## src/rtl/core/wpm_pkg.sv

```systemverilog
// ----------------------------------------------------------------------------
// wpm_pkg
// Shared types and constants for the wildcard pattern matcher.
// ----------------------------------------------------------------------------
package wpm_pkg;

  localparam int PATTERN_MAX_DEF = 32;
  localparam int FIFO_DEPTH      = 4;

  localparam logic [7:0] STAR_BYTE = 8'd42;
  localparam logic [7:0] ANY_BYTE  = 8'd63;

  typedef enum logic [1:0] {
    CMD_CLEAR   = 2'd0,
    CMD_APPEND  = 2'd1,
    CMD_SUBJECT = 2'd2,
    CMD_END     = 2'd3
  } cmd_e_t;

  // Classified item handed from the front to the engine.
  typedef struct packed {
    logic       clr;
    logic       app;
    logic       sub;
    logic       eos;
    logic [7:0] ch;
  } item_t;

endpackage

```

## src/rtl/core/wpm_front.sv

```systemverilog
// ----------------------------------------------------------------------------
// wpm_front
// Input side: take beats, decode the command and push classified items.
// ----------------------------------------------------------------------------
module wpm_front (
  input  logic              in_tvalid,
  output logic              in_tready,
  input  logic [1:0]        cmd,
  input  logic [7:0]        char_in,
  input  logic              q_full,
  output logic              q_push,
  output wpm_pkg::item_t    q_item
);
  import wpm_pkg::*;

  cmd_e_t cmd_dec;

  assign cmd_dec   = cmd_e_t'(cmd);
  assign in_tready = ~q_full;
  assign q_push    = in_tvalid & ~q_full;

  always_comb begin
    q_item = '0;
    unique case (cmd_dec)
      CMD_CLEAR:   q_item.clr = 1'b1;
      CMD_APPEND: begin
        q_item.app = 1'b1;
        q_item.ch  = char_in;
      end
      CMD_SUBJECT: begin
        q_item.sub = 1'b1;
        q_item.ch  = char_in;
      end
      CMD_END:     q_item.eos = 1'b1;
      default:     q_item = '0;
    endcase
  end

endmodule

```

## src/rtl/core/wpm_fifo.sv

```systemverilog
// ----------------------------------------------------------------------------
// wpm_fifo
// Short flop queue between the front and the engine.
// ----------------------------------------------------------------------------
module wpm_fifo #(
  parameter int DEPTH = wpm_pkg::FIFO_DEPTH
) (
  input  logic           clk,
  input  logic           rst_n,
  input  logic           push,
  input  wpm_pkg::item_t wr_item,
  output logic           full,
  input  logic           pop,
  output logic           not_empty,
  output wpm_pkg::item_t rd_item
);
  import wpm_pkg::*;

  localparam int AW = (DEPTH > 1) ? $clog2(DEPTH) : 1;
  localparam int CW = $clog2(DEPTH + 1);

  item_t           mem_r [DEPTH];
  logic [AW-1:0]   wr_ptr_r, wr_ptr_nxt;
  logic [AW-1:0]   rd_ptr_r, rd_ptr_nxt;
  logic [CW-1:0]   cnt_r, cnt_nxt;

  assign full      = (cnt_r == CW'(DEPTH));
  assign not_empty = (cnt_r != '0);
  assign rd_item   = mem_r[rd_ptr_r];

  always_comb begin
    wr_ptr_nxt = wr_ptr_r;
    rd_ptr_nxt = rd_ptr_r;
    cnt_nxt    = cnt_r;
    if (push) begin
      wr_ptr_nxt = (wr_ptr_r == AW'(DEPTH - 1)) ? '0 : wr_ptr_r + 1'b1;
    end
    if (pop) begin
      rd_ptr_nxt = (rd_ptr_r == AW'(DEPTH - 1)) ? '0 : rd_ptr_r + 1'b1;
    end
    if (push && !pop) begin
      cnt_nxt = cnt_r + 1'b1;
    end else if (pop && !push) begin
      cnt_nxt = cnt_r - 1'b1;
    end
  end

  always_ff @(posedge clk) begin
    if (!rst_n) begin
      wr_ptr_r <= '0;
      rd_ptr_r <= '0;
      cnt_r    <= '0;
    end else begin
      wr_ptr_r <= wr_ptr_nxt;
      rd_ptr_r <= rd_ptr_nxt;
      cnt_r    <= cnt_nxt;
    end
  end

  always_ff @(posedge clk) begin
    if (push) begin
      mem_r[wr_ptr_r] <= wr_item;
    end
  end

endmodule

```

## src/rtl/core/wpm_engine.sv

```systemverilog
// ----------------------------------------------------------------------------
// wpm_engine
// Pattern store, live-position vector and result register.
// ----------------------------------------------------------------------------
module wpm_engine #(
  parameter int PATTERN_MAX = wpm_pkg::PATTERN_MAX_DEF
) (
  input  logic           clk,
  input  logic           rst_n,
  input  logic           q_valid,
  input  wpm_pkg::item_t q_item,
  output logic           q_pop,
  output logic           out_tvalid,
  input  logic           out_tready,
  output logic           matched,
  output logic           pattern_overflow
);
  import wpm_pkg::*;

  localparam int N      = PATTERN_MAX + 1;
  localparam int LEVELS = (N > 1) ? $clog2(N) : 1;

  logic [7:0]             pat_r [PATTERN_MAX];
  logic [PATTERN_MAX-1:0] vld_r, vld_nxt;
  logic [PATTERN_MAX-1:0] star_r, star_nxt;
  logic [PATTERN_MAX-1:0] any_r, any_nxt;
  logic [N-1:0]           end_r, end_nxt;   // one-hot pattern length
  logic [N-1:0]           live_r, live_nxt;
  logic                   ovf_r, ovf_nxt;
  logic                   out_valid_r, out_valid_nxt;
  logic                   matched_r, ovf_out_r;

  logic                   full;
  logic                   do_app;
  logic                   is_star, is_any;
  logic [PATTERN_MAX-1:0] step;
  logic [N-1:0]           seed;

  assign full    = end_r[PATTERN_MAX];
  assign q_pop   = q_valid & (~q_item.eos | ~out_valid_r | out_tready);
  assign do_app  = q_item.app & ~full;
  assign is_star = (q_item.ch == STAR_BYTE);
  assign is_any  = (q_item.ch == ANY_BYTE);

  // Pattern bookkeeping.
  always_comb begin
    vld_nxt  = vld_r;
    star_nxt = star_r;
    any_nxt  = any_r;
    end_nxt  = end_r;
    ovf_nxt  = ovf_r;
    if (q_item.clr) begin
      vld_nxt  = '0;
      star_nxt = '0;
      any_nxt  = '0;
      end_nxt  = N'(1);
      ovf_nxt  = 1'b0;
    end else if (do_app) begin
      vld_nxt  = vld_r | end_r[PATTERN_MAX-1:0];
      star_nxt = star_r | (end_r[PATTERN_MAX-1:0] & {PATTERN_MAX{is_star}});
      any_nxt  = any_r | (end_r[PATTERN_MAX-1:0] & {PATTERN_MAX{is_any}});
      end_nxt  = end_r << 1;
    end else if (q_item.app) begin
      ovf_nxt  = 1'b1;
    end
  end

  // Per-position step on a subject byte, all positions in parallel.
  always_comb begin
    for (int i = 0; i < PATTERN_MAX; i++) begin
      step[i] = live_r[i] & vld_r[i] & ~star_r[i] &
                (any_r[i] | (pat_r[i] == q_item.ch));
    end
  end

  always_comb begin
    if (q_item.sub) begin
      seed = {1'b0, live_r[PATTERN_MAX-1:0] & star_r} | {step, 1'b0};
    end else begin
      seed = N'(1);
    end
  end

  // Close over stars as a prefix scan: c[j] = g[j] | p[j] & c[j-1].
  always_comb begin
    logic [N-1:0] g, p, g_t, p_t;
    int           d;
    g = seed;
    p = {star_nxt, 1'b0};
    for (int lv = 0; lv < LEVELS; lv++) begin
      d   = 1 << lv;
      g_t = g;
      p_t = p;
      for (int j = 0; j < N; j++) begin
        if (j >= d) begin
          g[j] = g_t[j] | (p_t[j] & g_t[j-d]);
          p[j] = p_t[j] & p_t[j-d];
        end
      end
    end
    live_nxt = g;
  end

  always_comb begin
    out_valid_nxt = out_valid_r;
    if (q_pop && q_item.eos) begin
      out_valid_nxt = 1'b1;
    end else if (out_tready) begin
      out_valid_nxt = 1'b0;
    end
  end

  always_ff @(posedge clk) begin
    if (!rst_n) begin
      vld_r       <= '0;
      star_r      <= '0;
      any_r       <= '0;
      end_r       <= N'(1);
      live_r      <= N'(1);
      ovf_r       <= 1'b0;
      out_valid_r <= 1'b0;
    end else begin
      out_valid_r <= out_valid_nxt;
      if (q_pop) begin
        vld_r  <= vld_nxt;
        star_r <= star_nxt;
        any_r  <= any_nxt;
        end_r  <= end_nxt;
        live_r <= live_nxt;
        ovf_r  <= ovf_nxt;
      end
    end
  end

  always_ff @(posedge clk) begin
    if (q_pop && q_item.eos) begin
      matched_r <= |(live_r & end_r);
      ovf_out_r <= ovf_r;
    end
    for (int i = 0; i < PATTERN_MAX; i++) begin
      if (q_pop && do_app && end_r[i]) begin
        pat_r[i] <= q_item.ch;
      end
    end
  end

  assign out_tvalid       = out_valid_r;
  assign matched          = matched_r;
  assign pattern_overflow = ovf_out_r;

endmodule

```

## src/rtl/core/wildcard_pattern_matcher_unit.sv

```systemverilog
// ----------------------------------------------------------------------------
// wildcard_pattern_matcher_unit
// Glob-style whole-string matcher ('*' any run, '?' any byte) on streams.
// ----------------------------------------------------------------------------
// Load a pattern with append beats (in_tuser = 1), then stream subject bytes
// (in_tuser = 2) and close each subject with an end beat (in_tuser = 3); the
// end beat returns one result beat with matched and pattern_overflow, and the
// next subject is checked against the same pattern. A clear beat
// (in_tuser = 0) empties the pattern and the overflow flag; any append or
// clear also restarts the subject in progress. Up to PATTERN_MAX pattern bytes
// are kept; further appends are dropped and flag overflow until the next
// clear. The block takes one beat every clock cycle while in_tready is high;
// each subject byte updates all pattern positions at once, with stars closed
// by a log-depth prefix scan. With nothing queued ahead of it, an end beat
// passes through the queue entry and then the result register before it
// raises out_tvalid. Input beats are held off only when the four-entry queue
// fills, which happens only while a result waits on out_tready, the next end
// beat sits at the queue head, and further beats of any kind pile up behind
// it.
// ----------------------------------------------------------------------------
module wildcard_pattern_matcher_unit #(
  parameter int PATTERN_MAX = wpm_pkg::PATTERN_MAX_DEF
) (
  input  logic       clk,
  input  logic       rst_n,
  input  logic       in_tvalid,
  output logic       in_tready,
  input  logic [7:0] in_tdata,    // [7:0] char_in
  input  logic [1:0] in_tuser,    // [1:0] cmd
  output logic       out_tvalid,
  input  logic       out_tready,
  output logic [7:0] out_tdata    // [0] matched, [1] pattern_overflow, [7:2] zero
);
  import wpm_pkg::*;

  logic  q_full, q_push, q_pop, q_valid;
  item_t q_wr_item, q_rd_item;
  logic  matched, pattern_overflow;

  // Decode commands and push them into the queue.
  wpm_front u_front (
    .in_tvalid (in_tvalid),
    .in_tready (in_tready),
    .cmd       (in_tuser),
    .char_in   (in_tdata),
    .q_full    (q_full),
    .q_push    (q_push),
    .q_item    (q_wr_item)
  );

  // Decouple intake from the engine and the result handshake.
  wpm_fifo #(
    .DEPTH (FIFO_DEPTH)
  ) u_fifo (
    .clk       (clk),
    .rst_n     (rst_n),
    .push      (q_push),
    .wr_item   (q_wr_item),
    .full      (q_full),
    .pop       (q_pop),
    .not_empty (q_valid),
    .rd_item   (q_rd_item)
  );

  // Hold the pattern, advance the live vector, register results.
  wpm_engine #(
    .PATTERN_MAX (PATTERN_MAX)
  ) u_engine (
    .clk              (clk),
    .rst_n            (rst_n),
    .q_valid          (q_valid),
    .q_item           (q_rd_item),
    .q_pop            (q_pop),
    .out_tvalid       (out_tvalid),
    .out_tready       (out_tready),
    .matched          (matched),
    .pattern_overflow (pattern_overflow)
  );

  assign out_tdata = {6'b0, pattern_overflow, matched};

endmodule
```

## config.mk

```make
export PLATFORM = sky130hd
export DESIGN_NAME = wildcard_pattern_matcher_unit
export DESIGN_NICKNAME = d
export VERILOG_FILES = /design/src/rtl/core/wpm_pkg.sv /design/src/rtl/core/wpm_front.sv /design/src/rtl/core/wpm_fifo.sv /design/src/rtl/core/wpm_engine.sv /design/src/rtl/core/wildcard_pattern_matcher_unit.sv
export SDC_FILE = /design/constraint.sdc
export NUM_CORES = 1
export LEC_CHECK = 0
export BUFFER_PORTS_ARGS = -buffer_cell sky130_fd_sc_hd__buf_2
export CORE_MARGIN = 2
export CORE_UTILIZATION = 55
export DETAILED_ROUTE_END_ITERATION = 7
export PLACE_DENSITY = 0.77
export SLEW_MARGIN = 20
export SYNTH_ARGS = -nofsm -noshare
export SYNTH_HDL_FRONTEND = slang
export SYNTH_SLANG_ARGS = --single-unit
```

## constraint.sdc

```tcl
create_clock -name clk -period 4.29 [get_ports clk]
set_clock_uncertainty 0.05 [all_clocks]
set_input_delay 0.6435 -clock clk [delete_from_list [all_inputs] [get_ports clk]]
set_output_delay 0.6435 -clock clk [all_outputs]
set_load 0.05 [all_outputs]
```

==> flow_summary.ini <==
[min_path]
hold_path.class = in2reg
hold_end = u_engine.out_tvalid$_SDFFE_PN0P_
hold_start = out_tready
whs_path_depth = 3

[floorplan]
initial_core_util = 0.5612
die_x_um = 200.5
core_area_mm2 = 0.03784
ios = 24
rows = 71
die_y_um = 200.5
die-area_mm2 = 0.04020

[timing]
fin_crit_sh = 0.9513
rsz0062_at_grt = no
fin_tns_setup_ns = 0
period_needed_ns = 4.081
slew_headroom = 0.2954
hold_viol_final = 0
fmax_mhz = 245.0
tightestPinTransition_ns = 1.049
finalWorstSetupSlack_ns = 0.2090
finalSetupViolations = 0
finalMaxSlewViolations = 0

[critical_path]
crit_required_ns = 4.74
cp-start-kind = flip-flop
critPathArrivalTime_ns = 4.53
cp_slowest_cell = mux4_4
r2r_end = u_engine.live_r[27]$_SDFFE_PN0P_
regToRegSetupSlack_ns = 0.21
crit_buf_inv = 2
crit_path_max_incr_delay_ns = 0.80
crit_family = simple AND/OR/NAND/NOR gates
crit_chain = buf_4 > mux4_4 > or4b_4 > nor4_4 > buf_12 > a21oi_1 > or3_1 > o32ai_1 > nor3b_1 > o31ai_1
end_kind = flip-flop
ff2ff_path_depth = 10
worstSetupPathType = reg2reg
critPathMaxFanout = 30

[pwr]
powerDensity_mw_per_mm2 = 640.5
p_sw_uw = 5295
total_power_uw = 15120
p_leak_uw = 0.007702
ir_worst_vdd_mv = 0.7818
power_frac_clock = 0.292
pwr-share-comb = 0.320
internal_power_uw = 9830
pwr-share-seq = 0.388
swShare = 0.3501

[clock_tree]
h-tree-depth = 2
numCtsBuffers = 48
cts_tree = built
clock_path_buffers = 3
cts_root_buf = clkbuf_16
cts_sinks = 479
clk_pin_slew_ns = 0.06
clock_latency_ns = 0.61

[grt]
grt_pass1_vias = 14220
grt_max_degree = 82
grt_pass1_wl_mm = 80.67
antenna_found_initial = 0
grt_usage = 0.2554
grt_remaining_overflow = 0

[drt]
first_pass_iters = 6
via_count = 14530
drc_errors = 0
drt_iter0_drc = 1366
viasPerCell = 6.093
drt_wl_total_mm = 51.79
wire_per_inst_um = 21.71
ant_nets = 0

[cells_and_area]
nets = 1859
finalNonFillerCells = 2385
final_cell_mix = edfxtp_1, nor2_1, xnor2_1, dfxtp_1, a21oi_1
multi_input_comb_area_mm2 = 0.008036
seq_area_mm2 = 0.01265
num_antenna_cells = 0
layout-area-overhead-vs-synth_pct = 11.19
final_common_cell = edfxtp_1
fill_cells = 2927
drive_gt1_frac = 0.1094

[flow_run]
maxCapViolations = 0

[synthesis]
ys_types = 89
synthArstFlopShare = 0
syn_avg_cell_area_um2 = 11.63
synth-edff-count = 306
syn_inst = 1826
yosysSeqAreaShare = 0.5957
synthFlopType = edfxtp_1
ys_ff_latch = 479
yosysWarnings = 0
syn_area_mm2 = 0.02124

[placed_design]
gp_congestion = 0.9584
pre_cts_slack_ns = 0.1722
dp_cells = 2295
portBuffers = 17
hpwl_mm = 34.10

[outcome]
status = completed
## power by group through the flow
stage	Sequential, uW	Clock, uW	Combinational, uW
final	5870	4410	4840
after detailed placement	5950	0	4780
after floorplan	5840	0	3340
after global placement	5940	0	4680
after global routing	5880	4640	5200
after CTS	5860	4450	4820
## synth_stat cells, types with 11 or more instances
library cell  count  area, um^2
a21oi_1         145       725.7
nor2_1          209       784.5
dfxtp_1         173        3463
nand3_1          41       205.2
and2_1           43       269.0
o21ai_0          42       210.2
mux4_2           12       270.3
a31oi_1          19       118.9
a22oi_1          46       345.3
clkbuf_1         62       232.7
xor2_1           77       674.4
nor3_1           31       155.2
nor4_1           18       112.6
inv_1            11       41.29
edfxtp_1        306        9189
buf_2            24       120.1
o31ai_1          21       157.7
nand2_1         105       394.1
nand4_1          34       212.7
xnor2_1         181        1585
a22o_1           12       105.1
buf_4            18       135.1
a21o_1           11       82.58
## state kept, by name, indices dropped and copies added (netlist names), named ones only
signal / flops
u_engine.ovf_r: 1
u_engine.vld_r: 32
u_engine.matched: 1
u_engine.end_r: 33
u_engine.star_r: 32
u_engine.out_tvalid: 1
u_engine.live_r: 33
u_fifo.rd_ptr_r: 2
u_engine.pattern_overflow: 1
u_fifo.mem_r: 48
u_fifo.cnt_r: 3
u_fifo.wr_ptr_r: 2
u_engine.any_r: 32
u_engine.pat_r: 256
## area by class of cell
cell class              count  area share
clock buffers              75     0.06252
clock inverters            15    0.009166
inverters                  13    0.002066
multi-input cells        1222      0.3403
flip-flops and latches    479      0.5358
well taps                 511     0.02707
repair buffers             70     0.02310
## metal layers
layer | part of all wire | vias to the layer above | GRT usage
met1 | 0.43 | 7180 | 0.3484
met3 | 0.071 | 126 | 0.04188
li1 | - | 6619 | -
met2 | 0.47 | 607 | 0.4118
met5 | 0 | - | 0
met4 | 0.033 | 0 | 0.09947
## worst max path at each step
stage | to | slack [ns] | start | cells past startpoint
CTS | u_engine.live_r[21]$_SDFFE_PN0P_ | 0.19 | flip-flop | 12
global placement | u_engine.live_r[21]$_SDFFE_PN0P_ | 0.30 | flip-flop | 12
global route | u_engine.live_r[27]$_SDFFE_PN0P_ | 0.04 | flip-flop | 12
detailed placement | u_engine.live_r[21]$_SDFFE_PN0P_ | 0.17 | flip-flop | 12
finish | u_engine.live_r[27]$_SDFFE_PN0P_ | 0.21 | flip-flop | 10
floorplan | u_engine.live_r[31]$_SDFFE_PN0P_ | 0.72 | flip-flop | 14
## worst register-to-register path: stages (launching register included)
cell     delay (ns)
dfxtp_1        0.33
buf_4          0.16
mux4_4         0.80
or4b_4         0.57
nor4_4         0.20
buf_12         0.24
a21oi_1        0.18
or3_1          0.48
o32ai_1        0.65
nor3b_1        0.14
o31ai_1        0.22
## cells by family after synthesis
kind of cell / count (synthesis) / synth area share
compound gates: 390 / 0.1241
xor+xnor: 258 / 0.1064
fa+ha+maj: 11 / 0.006834
buf+inv: 130 / 0.02934
flops: 479 / 0.5957
mux: 19 / 0.01614
other cells: 1 / 0.0001766
simple gates: 538 / 0.1214
## stage by stage
step	hold WS [ns]	utilization	cell area, um^2
global placement	0.3901	0.5791	21920
global route	0.3650	0.6240	23620
CTS	0.3331	0.6239	23610
finish	0.3475	0.6240	23620
detailed placement	0.3999	0.5791	21920
floorplan	0.3588	-	21260
## what timing repair did
action / in CTS / in global routing
endpoints found under the setup margin: 0 / 2
hold buffers: 0 / 0
buffers inserted: 0 / 0
gates resized for setup: 0 / 1
Note: power is estimated with default switching activity, not from simulation.
